<file path="config.mk">
export PLATFORM = sky130hd
export DESIGN_NAME = bresenham_wipe_stepper
export DESIGN_NICKNAME = d
export VERILOG_FILES = /design/src/hw/rtl/bws_pkg.sv /design/src/hw/rtl/bws_cfg_regs.sv /design/src/hw/rtl/bws_step_core.sv /design/src/hw/rtl/bresenham_wipe_stepper.sv
export SDC_FILE = /design/constraint.sdc
export NUM_CORES = 1
export LEC_CHECK = 0
export ABC_CLOCK_PERIOD_IN_PS = 22000
export BUFFER_PORTS_ARGS = -buffer_cell sky130_fd_sc_hd__buf_2
export CORE_MARGIN = 3
export CORE_UTILIZATION = 45
export DETAILED_ROUTE_END_ITERATION = 16
export SYNTH_ARGS = -nofsm -noshare
export SYNTH_HDL_FRONTEND = slang
export SYNTH_SLANG_ARGS = --single-unit
</file>
<file path="constraint.sdc">
create_clock -name clk -period 22 [get_ports clk]
set_input_delay 0 -clock clk [delete_from_list [all_inputs] [get_ports clk]]
set_output_delay 0 -clock clk [all_outputs]
set_load 0.05 [all_outputs]
</file>
<file path="src/hw/rtl/bws_pkg.sv">
// ----------------------------------------------------------------------------
// bws_pkg
// Shared types and constants for the line stepper: coordinate type, register
// map, the configuration bundle, the input item and the result item.
// ----------------------------------------------------------------------------
package bws_pkg;

  localparam int COORD_W = 16;
  localparam int ADDR_W  = 5;
  localparam int DATA_W  = 32;

  typedef logic signed [COORD_W-1:0] coord_t;

  // Register index, taken from paddr[4:2]
  typedef enum logic [2:0] {
    REG_START_X = 3'd0,
    REG_START_Y = 3'd1,
    REG_END_X   = 3'd2,
    REG_END_Y   = 3'd3,
    REG_X_SPEED = 3'd4,
    REG_Y_SPEED = 3'd5
  } reg_idx_t;

  localparam logic CMD_START = 1'b0;
  localparam logic CMD_STEP  = 1'b1;

  typedef struct packed {
    coord_t start_x;
    coord_t start_y;
    coord_t end_x;
    coord_t end_y;
    coord_t x_speed;
    coord_t y_speed;
  } cfg_t;

  typedef struct packed {
    logic command;
    logic snap_x;
    logic snap_y;
  } item_t;

  typedef struct packed {
    coord_t point_x;
    coord_t point_y;
    logic   done_res;
  } res_t;

endpackage

</file>
<file path="src/hw/rtl/bws_cfg_regs.sv">
// ----------------------------------------------------------------------------
// bws_cfg_regs
// APB-style register file holding the walk start, end and step sizes.
// ----------------------------------------------------------------------------
module bws_cfg_regs
  import bws_pkg::*;
(
  input  logic              clk,
  input  logic              rst_n,
  input  logic              psel,
  input  logic              penable,
  input  logic              pwrite,
  input  logic [ADDR_W-1:0] paddr,
  input  logic [DATA_W-1:0] pwdata,
  output logic [DATA_W-1:0] prdata,
  output logic              pready,
  output cfg_t              cfg
);

  cfg_t     cfg_r;
  cfg_t     cfg_nxt;
  reg_idx_t idx;
  logic     wr_en;
  coord_t   wval;
  coord_t   rval;

  assign idx    = reg_idx_t'(paddr[4:2]);
  assign wr_en  = psel && penable && pwrite;
  assign wval   = coord_t'(pwdata[COORD_W-1:0]);
  assign pready = 1'b1;
  assign cfg    = cfg_r;

  always_comb begin
    cfg_nxt = cfg_r;
    if (wr_en) begin
      unique case (idx)
        REG_START_X: cfg_nxt.start_x = wval;
        REG_START_Y: cfg_nxt.start_y = wval;
        REG_END_X:   cfg_nxt.end_x   = wval;
        REG_END_Y:   cfg_nxt.end_y   = wval;
        REG_X_SPEED: cfg_nxt.x_speed = wval;
        REG_Y_SPEED: cfg_nxt.y_speed = wval;
        default:     cfg_nxt         = cfg_r;
      endcase
    end
  end

  always_comb begin
    unique case (idx)
      REG_START_X: rval = cfg_r.start_x;
      REG_START_Y: rval = cfg_r.start_y;
      REG_END_X:   rval = cfg_r.end_x;
      REG_END_Y:   rval = cfg_r.end_y;
      REG_X_SPEED: rval = cfg_r.x_speed;
      REG_Y_SPEED: rval = cfg_r.y_speed;
      default:     rval = '0;
    endcase
  end

  assign prdata = {{(DATA_W-COORD_W){1'b0}}, rval};

  always_ff @(posedge clk) begin
    if (!rst_n) begin
      cfg_r <= '0;
    end else begin
      cfg_r <= cfg_nxt;
    end
  end

endmodule

</file>
<file path="src/hw/rtl/bws_step_core.sv">
// ----------------------------------------------------------------------------
// bws_step_core
// Walk state and the combinational start / step datapath. State advances on
// each fire; the result for the fired item is presented combinationally.
// ----------------------------------------------------------------------------
module bws_step_core
  import bws_pkg::*;
(
  input  logic  clk,
  input  logic  rst_n,
  input  logic  fire,
  input  item_t item,
  input  cfg_t  cfg,
  output res_t  res
);

  coord_t cur_x_r,  cur_x_nxt;
  coord_t cur_y_r,  cur_y_nxt;
  coord_t move_x_r, move_x_nxt;
  coord_t move_y_r, move_y_nxt;
  coord_t dist_x_r, dist_x_nxt;
  coord_t dist_y_r, dist_y_nxt;
  coord_t acc_r,    acc_nxt;
  coord_t end_x_r,  end_x_nxt;
  coord_t end_y_r,  end_y_nxt;

  always_comb begin
    coord_t dx;
    coord_t dy;
    logic   major_x;
    coord_t acc_sum;
    coord_t maj_dist;
    logic   minor_step;
    coord_t x_new;
    coord_t y_new;
    logic   arr_x;
    logic   arr_y;

    cur_x_nxt  = cur_x_r;
    cur_y_nxt  = cur_y_r;
    move_x_nxt = move_x_r;
    move_y_nxt = move_y_r;
    dist_x_nxt = dist_x_r;
    dist_y_nxt = dist_y_r;
    acc_nxt    = acc_r;
    end_x_nxt  = end_x_r;
    end_y_nxt  = end_y_r;
    res        = '0;

    // start path
    dx = cfg.end_x - cfg.start_x;
    dy = cfg.end_y - cfg.start_y;

    // step path
    major_x    = dist_x_r > dist_y_r;
    acc_sum    = acc_r + (major_x ? dist_y_r : dist_x_r);
    maj_dist   = major_x ? dist_x_r : dist_y_r;
    minor_step = acc_sum > maj_dist;
    x_new      = cur_x_r + ((major_x || minor_step) ? move_x_r : coord_t'(0));
    y_new      = cur_y_r + ((!major_x || minor_step) ? move_y_r : coord_t'(0));
    arr_x = ((move_x_r > 0) && (x_new >= end_x_r)) ||
            ((move_x_r < 0) && (x_new <= end_x_r));
    arr_y = ((move_y_r > 0) && (y_new >= end_y_r)) ||
            ((move_y_r < 0) && (y_new <= end_y_r));

    if (item.command == CMD_START) begin
      cur_x_nxt  = cfg.start_x;
      cur_y_nxt  = cfg.start_y;
      end_x_nxt  = cfg.end_x;
      end_y_nxt  = cfg.end_y;
      // flip distance and move where the end lies below the start
      dist_x_nxt = dx[COORD_W-1] ? -dx : dx;
      move_x_nxt = dx[COORD_W-1] ? -cfg.x_speed : cfg.x_speed;
      dist_y_nxt = dy[COORD_W-1] ? -dy : dy;
      move_y_nxt = dy[COORD_W-1] ? -cfg.y_speed : cfg.y_speed;
      acc_nxt    = '0;
      res.done_res = 1'b0;
    end else begin
      cur_x_nxt  = (arr_x && item.snap_x) ? end_x_r : x_new;
      cur_y_nxt  = (arr_y && item.snap_y) ? end_y_r : y_new;
      acc_nxt    = minor_step ? acc_sum - maj_dist : acc_sum;
      res.done_res = arr_x && arr_y;
    end
    res.point_x = cur_x_nxt;
    res.point_y = cur_y_nxt;
  end

  always_ff @(posedge clk) begin
    if (!rst_n) begin
      cur_x_r  <= '0;
      cur_y_r  <= '0;
      move_x_r <= '0;
      move_y_r <= '0;
      dist_x_r <= '0;
      dist_y_r <= '0;
      acc_r    <= '0;
      end_x_r  <= '0;
      end_y_r  <= '0;
    end else if (fire) begin
      cur_x_r  <= cur_x_nxt;
      cur_y_r  <= cur_y_nxt;
      move_x_r <= move_x_nxt;
      move_y_r <= move_y_nxt;
      dist_x_r <= dist_x_nxt;
      dist_y_r <= dist_y_nxt;
      acc_r    <= acc_nxt;
      end_x_r  <= end_x_nxt;
      end_y_r  <= end_y_nxt;
    end
  end

endmodule

</file>
<file path="src/hw/rtl/bresenham_wipe_stepper.sv">
// Path: input register, step core, then output register driving out_*.
// Throughput: one item per cycle while out_stall is low; the step datapath
//   between the registers closes the walk-state loop combinationally.
// Reset (rst_n low, synchronous): both pipeline registers empty, registers
//   and walk state zero.
// ----------------------------------------------------------------------------
// bresenham_wipe_stepper
// Line stepper top level: input register, step core, output register and
// the APB-style configuration port.
// ----------------------------------------------------------------------------
module bresenham_wipe_stepper
  import bws_pkg::*;
(
  input  logic                     clk,
  input  logic                     rst_n,
  input  logic                     psel,
  input  logic                     penable,
  input  logic                     pwrite,
  input  logic [ADDR_W-1:0]        paddr,
  input  logic [DATA_W-1:0]        pwdata,
  output logic [DATA_W-1:0]        prdata,
  output logic                     pready,
  input  logic                     in_valid,
  output logic                     in_stall,
  input  logic                     in_command,
  input  logic                     in_snap_x,
  input  logic                     in_snap_y,
  output logic                     out_valid,
  input  logic                     out_stall,
  output logic signed [COORD_W-1:0] out_point_x,
  output logic signed [COORD_W-1:0] out_point_y,
  output logic                     out_done_res
);

  cfg_t  cfg;
  item_t s1_item_r;
  logic  s1_valid_r, s1_valid_nxt;
  res_t  res;
  res_t  out_res_r;
  logic  out_valid_r, out_valid_nxt;
  logic  out_adv;
  logic  fire;
  logic  in_acc;

  bws_cfg_regs u_cfg (
    .clk     (clk),
    .rst_n   (rst_n),
    .psel    (psel),
    .penable (penable),
    .pwrite  (pwrite),
    .paddr   (paddr),
    .pwdata  (pwdata),
    .prdata  (prdata),
    .pready  (pready),
    .cfg     (cfg)
  );

  bws_step_core u_core (
    .clk   (clk),
    .rst_n (rst_n),
    .fire  (fire),
    .item  (s1_item_r),
    .cfg   (cfg),
    .res   (res)
  );

  assign out_adv  = !out_valid_r || !out_stall;
  assign fire     = s1_valid_r && out_adv;
  assign in_stall = s1_valid_r && !out_adv;
  assign in_acc   = in_valid && !in_stall;

  always_comb begin
    s1_valid_nxt = in_acc || (s1_valid_r && !fire);
    out_valid_nxt = fire || (out_valid_r && out_stall);
  end

  always_ff @(posedge clk) begin
    if (!rst_n) begin
      s1_valid_r  <= 1'b0;
      out_valid_r <= 1'b0;
    end else begin
      s1_valid_r  <= s1_valid_nxt;
      out_valid_r <= out_valid_nxt;
    end
  end

  always_ff @(posedge clk) begin
    if (in_acc) begin
      s1_item_r <= '{command: in_command, snap_x: in_snap_x, snap_y: in_snap_y};
    end
    if (fire) begin
      out_res_r <= res;
    end
  end

  assign out_valid    = out_valid_r;
  assign out_point_x  = out_res_r.point_x;
  assign out_point_y  = out_res_r.point_y;
  assign out_done_res = out_res_r.done_res;

endmodule

</file>
# ---- Word level (Yosys, flattened, before mapping)
# Cells that the tools add are included.
dict set report word_totals {
  wordCells 99
  inputBits 47
  output_inout_bits 68
  register_bits 278
}
dict set report classes {
  n_addsub 10
  eq_ne 5
  magnitude_cmp 10
  bitwise_logic 1
  n_reduce_logical 35
  muxes 15
}
# operator count
set op_table {}
lappend op_table {{$mux 16} 14}
lappend op_table {{$pmux 16 s6} 1}
lappend op_table {{$neg 16->16} 4}
lappend op_table {{$add 16x16->16} 3}
lappend op_table {{$sub 16x16->16} 3}
lappend op_table {{$ge 16x16->1} 2}
lappend op_table {{$gt 16x1->1 const B} 2}
lappend op_table {{$gt 16x16->1} 2}
lappend op_table {{$le 16x16->1} 2}
lappend op_table {{$lt 16x1->1 const B} 2}
lappend op_table {{$logic_and 1x1->1} 14}
lappend op_table {{$reduce_and 2->1} 7}
lappend op_table {{$logic_or 1x1->1} 7}
lappend op_table {{$eq 3x2->1 const B} 2}
lappend op_table {{$eq 3x3->1 const B} 2}
lappend op_table {{$logic_not 1->1} 6}
lappend op_table {{$eq 3x1->1 const B} 1}
lappend op_table {{$logic_not 3->1} 1}
lappend op_table {{$not 1->1} 1}

# ---- Longest topological paths before layout
# Gate-level depths: netlist (run 1).
dict set report depth {
  word_depth 13
  mapped_depth 48
  depth_no_buf 44
}

# ---- By module
# Synthesis (run 1) repeated with hierarchy kept, for this count alone.
dict set report hier_totals {
  cells_unflattened 2276
  hier_area_um2 19219.7
}
# mod cells_each area_per_inst_um2 instances seq_area_each_um2
set modules_own_cells {}
lappend modules_own_cells {bws_step_core 1781 13545.5 1 2882.8}
lappend modules_own_cells {bws_cfg_regs 451 4509.3 1 1921.8}
lappend modules_own_cells {bresenham_wipe_stepper 44 1164.9 1 1121.1}

# ---- Worst setup path before layout (run 1)
# No wires, ideal clock.
dict set report synth_path {
  path_type {reg2reg}
  start {register u_core.dist_y_r[15]}
  end {register out_res_r, in the netlist out_point_x[14] (data pin)}
  slack_ns 12.026
  n_path_buf 4
  stages_incl_launch_ff 46
  required_time_ns 21.746
  setup_ns 0.254
  arrival_time_ns 9.720
  synth_period_minus_slack_ns 9.974
  cell_sequence {dfxtp_1 -> inv_1 -> ha_1 -> nand4_1 -> or4_1 -> a21o_1 -> and4_4 -> nor2_1 -> buf_2 -> clkbuf_1 -> o21ai_0 -> ha_1 -> a21o_1 -> a2bb2oi_1 -> a21oi_1 -> a21o_1 -> a21oi_1 -> o31ai_1 -> [10 not listed] -> ha_1 -> a211oi_2 -> o21ai_1 -> a2111o_1 -> a311oi_2 -> o31ai_1 -> a31oi_1 -> xnor3_2 -> ha_1 -> nand4_1 -> a211oi_1 -> o32ai_1 -> and4bb_2 -> or3_1 -> nand4_1 -> buf_4 -> mux2_2 -> o21a_1}
}
# item line_no
set synth_lines {}
lappend synth_lines {{start: declaration} bws_step_core.sv:22} ;# coord_t dist_y_r, dist_y_nxt;
lappend synth_lines {{start signal: assignment} bws_step_core.sv:105} ;# dist_y_r <= dist_y_nxt;
lappend synth_lines {{end signal: assignment} bresenham_wipe_stepper.sv:92} ;# out_res_r <= res;
lappend synth_lines {{end: declaration} bresenham_wipe_stepper.sv:39} ;# res_t out_res_r;

==> summary.txt, run 1 <==
top cells by count, synth - 387 x nand2_1, 289 x a21oi_1, 242 x dfxtp_1
Yosys warning total - 0
All-Layer GR Usage - 0.265
#FFs+latches synth - 278
initial core utilization - 0.460
slowest stage cell, crit path - a21oi_2
total grt overflow - 0
Port Buf Inserts - 79
Max IR drop VDD - 0.0000949 V
CTS Buffer Depth - 3
Clk Latency, worst-skew pair - 550 ps
Worst Hold Class - primary input to flop
Area growth syn-to-layout - 11.6%
Synth cell types - 91
EDFF count, synth - 36
Worst setup SP type - flop
CP Capture Type - flop
fin crit share - 0.563
multi-input logic area - 0.0116 mm²
max-cap violations - 0
TritonRoute pass-1 iters - 8
Synth Flop Type - dfxtp_1
largest net degree at the start of global routing - 90
largest area contributor in the netlist - dfxtp_1
Antenna Nets Post-Route - 0
drt initial violations - 1518
sequential-to-total area share from yosys stat - 0.321
CTS tree - done
Crit path required time - 22470 ps
average size of a mapped cell - 7.90 µm²
initial antenna violation count - 1
status - finished, final reports clean
Via Count - 17200
first-pass GRT wire length - 91500 µm
Max Clock Skew - 11.8 ps
CTS H-Tree Depth - 2
total setup buffers inserted after CTS - 0
Mapped Area - 0.0184 mm²
HPWL after detailed placement - 44100 µm
core area - 0.0401 mm²
die extent in y - 208 µm
number of primary I/O pins - 115
Placed Cells - 2844
Site Rows - 73
CTS resizes - 0
gpl congestion - 0.945
CP max FO - 34
final hold violations - 0
Tmin final - 12390 ps
Synth top area share - 0.263
PD cells - 92.2 mW/mm²
DRC violations left - 0
layout cells sized above 1 - 0.0832
die area - 0.0435 mm²
CTS buffer count - 35
Synth area leaders - dfxtp_1 26%, ha_1 9.7%, nand2_1 7.9%
ant diodes - 0
WP data arrival - 12850 ps
die extent in x - 208 µm
WL per Instance - 20.4 µm
clock tree root driver cell - clkbuf_16
Final nets - 2574
final cell count without fillers - 2929
CTS Sinks - 278
leakage - 8.10 nW
worst slew pin tran - 1300 ps
register area - 0.00593 mm²
setup TNS after final layout - 0 ps
Max-Slew Margin vs Limit - 0.133
highest clock rate - 80.7 MHz
Max Slew Vio Count - 0
Top cell by count, worst path - ha_1
CP Class - flop to flop
Total Power - 0.00190 W
final setup violating endpoints - 0
unrepaired setup endpoints after global routing - false
Fillers - 3848
vias in the first global route - 15900
CP peak stage delay - 780 ps
drt total wl - 59700 µm
Clock transition at path regs - 60 ps
Post-synth ARST share - 0
cells after synthesis - 2336
dominant cell by count in the synthesized netlist - nand2_1
DR vias/cell - 5.88
==> sequential cells by signal, indices dropped and copies added, names as in the netlist <==
name and cells:
out_point_x 16, out_point_y 16, u_core.end_y_r 16, s1_item_r 3, u_core.cur_y_r 16, u_cfg.cfg 96, out_done_res 1, u_core.dist_x_r 16
u_core.acc_r 16, u_core.move_x_r 16, u_core.cur_x_r 16, u_core.move_y_r 16, s1_valid_r 1, out_valid 1, u_core.end_x_r 16, u_core.dist_y_r 16
==> routing by layer <==
metal  part of all wire  global-route usage  wire [µm]
met1               0.47               0.394      28200
met2               0.42               0.397      25200
met3              0.076              0.0407       4530
met4              0.029              0.0774       1730
met5            0.00022                   0         13
==> repair_timing <==
action	4_1_cts	5_1_grt
endpoints found under the setup margin	0	0
hold endpoints to repair	104	0
hold buffers	22	0
==> report_power, final <==
group | switching (W) | leakage [nW] | internal (W)
sequential | 0.0000156 | 2.30 | 0.000537
clock | 0.000244 | 0.592 | 0.000355
combinational | 0.000455 | 5.20 | 0.000291
==> path summary, 6_finish.rpt <==
check / from / endpoint / slack [ps] / depth (start not counted)
worst min-delay path: rst_n / u_core.acc_r[7] / 120 / 3
worst max-delay path: u_core.dist_y_r[15] / u_core.cur_y_r[12] / 9610 / 46
worst min register to register: u_core.end_y_r[13] / u_core.end_y_r[13] / 460 / 2
worst max register to register: u_core.dist_y_r[15] / u_core.cur_y_r[12] / 9610 / 46
==> final cells by class <==
cell class | instances | share of cell area
clock buffers | 51 | 0.0525
flip-flops and latches | 278 | 0.288
inverters | 119 | 0.0219
repair buffers | 121 | 0.0372
well taps | 525 | 0.0319
multi-input cells | 1823 | 0.563
clock inverters | 12 | 0.00559
==> worst max-delay path, delay by kind of cell (launching register included) <==
family	cells	cell delay, ps
compound gates	18	4680
simple gates	14	3710
fa+ha+maj	5	1740
buf+inv	4	850
xor+xnor	3	560
flops	1	390
mux	2	340
==> cell usage in the layout (no fill, tap or decap), types with 7 or more instances in the layout <==
| cell | Yosys | final |
|---|---|---|
| nand2_1 | 387 | 387 |
| a21oi_1 | 289 | 289 |
| dfxtp_1 | 242 | 242 |
| nor2_1 | 155 | 153 |
| ha_1 | 143 | 143 |
| inv_1 | 119 | 117 |
| o21ai_0 | 94 | 94 |
| xnor2_1 | 79 | 79 |
| buf_2 | 10 | 79 |
| mux2i_1 | 60 | 60 |
| nand3_1 | 55 | 55 |
| a22oi_1 | 55 | 55 |
| a211oi_1 | 42 | 42 |
| nor2b_1 | 40 | 40 |
| clkbuf_16 | 0 | 38 |
| xor2_1 | 37 | 37 |
| nor3_1 | 37 | 36 |
| edfxtp_1 | 36 | 36 |
| a21o_1 | 25 | 25 |
| nor4_1 | 23 | 23 |
| o21a_1 | 22 | 22 |
| dlygate4sd3_1 | 0 | 22 |
| nand4_1 | 21 | 21 |
| buf_4 | 19 | 20 |
| or3_1 | 18 | 18 |
| conb_1 | 2 | 17 |
| nand2b_1 | 13 | 13 |
| and2_1 | 13 | 13 |
| o211ai_1 | 13 | 13 |
| o31ai_1 | 12 | 12 |
| and3_1 | 12 | 12 |
| a211o_1 | 10 | 10 |
| o2bb2ai_1 | 10 | 10 |
| a31oi_1 | 9 | 9 |
| clkbuf_8 | 0 | 8 |
| o21bai_1 | 7 | 7 |
==> stage by stage <==
stage / setup WS [ps] / util / area, µm² / hold slack (ps)
after detailed placement: 9970 / 0.478 / 19200 / 182
final: 9610 / 0.513 / 20600 / 116
after floorplan: 12030 / - / 18500 / 98.9
after global routing: 8860 / 0.513 / 20600 / 134
after global placement: 10120 / 0.478 / 19200 / 179
after CTS: 9880 / 0.513 / 20600 / 85.2
==> logic make-up after synthesis <==
family,after synthesis,synth area share
AOI/OAI and AO/OA,662,0.226
xor gates and xnor gates,117,0.0564
adders and majority gates,149,0.104
buffers and inverters,250,0.0562
DFF,278,0.321
muxes,64,0.0350
other,2,0.000407
and+or+nand+nor,814,0.201
(Power assumes the default switching activity.)
==> run 2: changes to the inputs <==
ABC_CLOCK_PERIOD_IN_PS = 11870   (was 22000)
clock period = 11.87 ns   (was 22 ns; I/O delays follow)
==> summary.txt, run 2 (synthesis results as in run 1) <==
status - finished, final reports clean
r2r setup slk - 750 ps (-8870 ps)
DP Area - 0.0192 mm² (+0.16%)
Area growth syn-to-layout - 11.7%
Worst setup SP type - flop
leakage - 8.11 nW (+0.18%)
TritonRoute pass-1 iters - 5 (-3)
Crit path required time - 12180 ps (-10290 ps)
Hold Path Cell Cnt - 3 (unchanged)
Tmin final - 11120 ps (-1260 ps)
die extent in x - 208 µm (unchanged)
DR vias/cell - 5.87 (-0.24%)
worst slew pin tran - 1210 ps (-87.4 ps)
clock tree root driver cell - clkbuf_16
max FFs per register - 96 (unchanged)
CTS tree - done
highest clock rate - 89.9 MHz (+11%)
CTS buffer count - 34 (-2.9%)
Clock transition at path regs - 60 ps (about the same)
Max IR drop VDD - 0.000130 V (+37%)
final setup violating endpoints - 0 (unchanged)
Max-Slew Margin vs Limit - 0.187 (+0.0544)
slowest stage cell, crit path - or4_1
largest net degree at the start of global routing - 90 (unchanged)
reg-to-reg critical path endpoint - out_point_x[14]
final hold violations - 0 (unchanged)
WL per Instance - 20.2 µm (-0.63%)
most frequent cells in the layout - 387 x nand2_1, 289 x a21oi_1, 242 x dfxtp_1
Site Rows - 73 (unchanged)
Via Count - 17200 (-0.035%)
All-Layer GR Usage - 0.264 (-0.00109)
unrepaired setup endpoints after global routing - false
vias in the first global route - 16000 (+0.056%)
Worst Hold Class - primary input to flop
setup TNS after final layout - 0 ps (unchanged)
r2r worst-path depth - 43 (-6.5%)
max-cap violations - 0 (unchanged)
first-pass GRT wire length - 91200 µm (-0.32%)
HPWL after detailed placement - 45200 µm (+2.4%)
WP data arrival - 11430 ps (-1420 ps)
gpl congestion - 0.925 (-2.1%)
Port Buf Inserts - 79 (unchanged)
dpl ws - 648 ps (-9320 ps)
slack of the critical path - 747 ps (-8870 ps)
initial core utilization - 0.460 (unchanged)
CTS Buffer Depth - 3 (unchanged)
Max Slew Vio Count - 0 (unchanged)
initial antenna violation count - 0 (-1)
Clk Latency, worst-skew pair - 570 ps (+20 ps)
total grt overflow - 0 (unchanged)
core area - 0.0401 mm² (unchanged)
Max Clock Skew - 29.1 ps (+17.4 ps)
drt total wl - 59400 µm (-0.43%)
CP peak stage delay - 630 ps (-150 ps)
PD cells - 170 mW/mm² (+84%)
area of all placed cells without fillers - 0.0206 mm² (+0.13%)
CP max FO - 6 (-82%)
fin crit share - 0.937 (+0.374)
CP Class - flop to flop
Endpoint, Worst Hold - u_core.acc_r[15]
Total Power - 0.00351 W (+85%)
worst r2r src - u_core.dist_y_r[15]
die extent in y - 208 µm (unchanged)
DRC violations left - 0 (unchanged)
Hold Startpoint - rst_n
CTS H-Tree Depth - 2 (unchanged)
Final nets - 2579 (+0.19%)
number of primary I/O pins - 115 (unchanged)
most common cell after layout, fill and taps aside - nand2_1
layout cells sized above 1 - 0.0855 (+0.00232)
Antenna Nets Post-Route - 0 (unchanged)
Top cell by count, worst path - ha_1
CP Capture Type - flop
die area - 0.0435 mm² (unchanged)
CTS Sinks - 278 (unchanged)
drt initial violations - 1575 (+3.8%)
run 2: cell count changes in the layout (fill, tap and decap cells not counted), sizes merged:
cell,previous run,this run
clkinv,8,11
inv,122,123
clkbuf,51,46
diode,0,1
buf,99,105
run 2: how the worst max path moves through the flow:
| stage | from | to | slack [ps] | cells after the start |
|---|---|---|---|---|
| final | u_core.dist_y_r[15] | out_point_x[14] | 750 | 43 |
| after global routing | u_core.dist_y_r[15] | out_point_x[14] | 60 | 43 |
| after CTS | u_core.dist_y_r[15] | u_core.cur_x_r[0] | 550 | 44 |
| after detailed placement | u_core.dist_y_r[15] | u_core.cur_x_r[0] | 650 | 45 |
| after global placement | u_core.dist_y_r[15] | u_core.cur_x_r[2] | 890 | 44 |
| after floorplan | u_core.dist_y_r[15] | out_point_x[14] | 1900 | 45 |
run 2: critical path, delay by kind of cell, from the launching register on:
kind | cells | cell delay (ps)
compound gates | 17 | 4320
xor+xnor | 2 | 570
fa+ha+maj | 6 | 1760
buf+inv | 4 | 460
flops | 1 | 340
mux | 2 | 700
simple gates | 12 | 2720
run 2: repair_timing:
item                       CTS  global route
buffers inserted             0             2
resized for setup            0             3
setup endpoints to repair    0            49
hold endpoints to repair   104             0
hold buffers                22             0
run 2: stage by stage:
step / instances / util / hold WS (ps)
after CTS: 2932 / 0.513 / 88.8
after detailed placement: 2848 / 0.479 / 182
after global routing: 2934 / 0.514 / 116
final: 2935 / 0.514 / 91.9
after floorplan: 2351 / - / 98.9
after global placement: 2848 / 0.479 / 179
run 2: power by group:
group	switching [W]	internal (W)
logic	0.000833	0.000587
registers	0.0000307	0.000995
clock network	0.000444	0.000617
total	0.00131	0.00220
run 2: layout make-up:
type	instances	area [µm²]
Timing Repair Buffer	127	827
Fill cell	3872	19500
Clock inverter	16	156
Sequential cell	278	5930
Antenna cell	1	2.50
Tap cell	525	657
Multi-Input combinational cell	1823	11600
Clock buffer	46	987
Inverter	119	452
run 2: routing by layer:
layer,up-vias,GRT usage,share of wire,routed length (µm)
li1,8375,-,-,-
met1,8064,0.384,0.46,27500
met2,654,0.389,0.41,24500
met3,126,0.0561,0.091,5420
met4,0,0.0881,0.033,1990
met5,-,0,0,0
==> run 3: changes to the inputs <==
REMOVE_ABC_BUFFERS = 1   (was not set)
==> summary.txt, run 3 (synthesis results as in run 1) <==
layout cells sized above 1 - 0.0831 (-0.00242)
die area - 0.0435 mm² (unchanged)
Clk Latency, worst-skew pair - 560 ps (about the same)
total setup buffers inserted after CTS - 0 (unchanged)
highest clock rate - 89.7 MHz (-0.19%)
Worst Hold Class - primary input to flop
failing checks - hold timing
worst r2r src - u_core.dist_y_r[15]
dpl ws - 513 ps (-135 ps)
number of primary I/O pins - 115 (unchanged)
Tmin final - 11140 ps (+21.0 ps)
core area - 0.0401 mm² (unchanged)
initial core utilization - 0.460 (unchanged)
reg-to-reg critical path endpoint - out_point_x[15]
Max IR drop VDD - 0.000204 V (+56%)
first-pass GRT wire length - 89400 µm (-1.9%)
fin crit share - 0.939 (+0.00177)
Port Buf Inserts - 79 (unchanged)
HPWL after detailed placement - 41500 µm (-8.1%)
Top cell by count, worst path - ha_1
DP Area - 0.0192 mm² (-0.10%)
CTS Buffer Depth - 3 (unchanged)
Hold Path Cell Cnt - 3 (unchanged)
DR vias/cell - 5.74 (-2.2%)
Site Rows - 73 (unchanged)
status - complete, but fails checks
most frequent cells in the layout - 386 x nand2_1, 289 x a21oi_1, 242 x dfxtp_1
r2r setup slk - 730 ps (-20 ps)
CP Class - flop to flop
vias in the first global route - 16000 (+0.28%)
die extent in x - 208 µm (unchanged)
Max Slew Vio Count - 0 (unchanged)
CTS Sinks - 278 (unchanged)
Max-Slew Margin vs Limit - 0.197 (+0.00931)
Final nets - 2576 (-0.12%)
Layout Utilization - 0.513 (about the same)
Worst setup SP type - flop
worst hold margin - -21.0 ps (-113 ps)
CTS H-Tree Depth - 2 (unchanged)
ant diodes - 0 (-1)
PD cells - 169 mW/mm² (-0.50%)
gpl congestion - 0.911 (-1.5%)
slowest stage cell, crit path - or4_1
max FFs per register - 96 (unchanged)
slack of the critical path - 726 ps (-21.0 ps)
Via Count - 16800 (-2.3%)
CP max FO - 16 (+10)
leakage - 8.08 nW (-0.37%)
WP data arrival - 11430 ps (about the same)
drt total wl - 56900 µm (-4.3%)
die extent in y - 208 µm (unchanged)
Hold Startpoint - rst_n
largest net degree at the start of global routing - 108 (+20%)
initial antenna violation count - 0 (unchanged)
max-cap violations - 0 (unchanged)
All-Layer GR Usage - 0.255 (-0.00888)
CTS buffer count - 35 (+2.9%)
Clock transition at path regs - 60 ps (about the same)
WL per Instance - 19.4 µm (-4.2%)
unrepaired setup endpoints after global routing - false
setup TNS after final layout - 0 ps (unchanged)
DRC violations left - 0 (unchanged)
Max Clock Skew - 15.9 ps (-13.2 ps)
final setup violating endpoints - 0 (unchanged)
total grt overflow - 0 (unchanged)
Antenna Nets Post-Route - 0 (unchanged)
most common cell after layout, fill and taps aside - nand2_1
area of all placed cells without fillers - 0.0206 mm² (about the same)
multi-input logic area - 0.0116 mm² (about the same)
Crit path required time - 12160 ps (-20 ps)
final hold violations - 2 (+2)
Endpoint, Worst Hold - u_core.cur_x_r[13]
r2r worst-path depth - 42 (-2.3%)
TritonRoute pass-1 iters - 5 (unchanged)
clock tree root driver cell - clkbuf_16
CTS tree - done
Area growth syn-to-layout - 11.6% (about the same)
Fillers - 3923 (+1.3%)
worst slew pin tran - 1210 ps (-7.35 ps)
drt initial violations - 1181 (-25%)
CP peak stage delay - 600 ps (-30 ps)
register area - 0.00593 mm² (unchanged)
CP Capture Type - flop
## run 3: cell count changes in the layout (fill, tap and decap cells not counted), moves of 2 or more
cell | previous run | this run
buf_4 | 24 | 21
clkinv_1 | 2 | 4
clkinv_2 | 6 | 4
clkbuf_1 | 4 | 7
bufinv_16 | 1 | 3
clkbuf_8 | 7 | 3
## run 3: power breakdown
group / total, W / leakage [nW] / internal [W] / switching (W)
registers: 0.00103 / 2.30 / 0.000995 / 0.0000305
logic: 0.00136 / 5.20 / 0.000554 / 0.000811
clock network: 0.00110 / 0.575 / 0.000650 / 0.000445
## run 3: timing repair
| item | 4_1_cts | 5_1_grt |
|---|---|---|
| endpoints found under the setup margin | 0 | 63 |
| hold buffers | 22 | 0 |
| resized for setup | 0 | 2 |
| endpoints found under the hold margin | 104 | 0 |
## run 3: metal layers
layer | up-vias | share of wire | GRT usage
met5 | - | 0 | 0
met4 | 0 | 0.040 | 0.0902
met3 | 98 | 0.060 | 0.0378
met2 | 484 | 0.45 | 0.412
met1 | 7877 | 0.45 | 0.349
li1 | 8371 | - | -
## run 3: area by class of cell
class | instances | share of cell area
clock buffers | 46 | 0.0470
repair buffers | 122 | 0.0376
multi-input cells | 1824 | 0.564
flip-flops and latches | 278 | 0.288
inverters | 119 | 0.0219
clock inverters | 18 | 0.00997
well taps | 525 | 0.0319
## run 3: how the worst max path moves through the flow
stage,slack (ps),cells after the start,to,startpoint
after floorplan,-1200,41,u_core.cur_x_r[14],u_core.dist_y_r[15]
after global placement,630,42,out_point_x[15],u_core.dist_y_r[15]
after detailed placement,510,42,out_point_x[15],u_core.dist_y_r[15]
after CTS,480,42,out_point_x[15],u_core.dist_y_r[15]
after global routing,10,42,out_point_x[13],u_core.dist_y_r[15]
final,730,42,out_point_x[15],u_core.dist_y_r[15]
## run 3: worst max-delay path, delay by kind of cell, from the launching register on
family                     cells  cell delay [ps]
AOI/OAI and AO/OA             15             3850
xor gates and xnor gates       2              590
adders and majority gates      6             1650
buffers and inverters          4              700
DFF                            1              340
muxes                          2              710
and+or+nand+nor               13             3020
## run 3: per-stage QoR
stage	power (W)	cells
3_5_place_dp	0.00238	2845
2_1_floorplan	0.00205	2220
3_3_place_gp	0.00236	2845
4_1_cts	0.00349	2931
6_report	0.00348	2932
5_1_grt	0.00369	2932
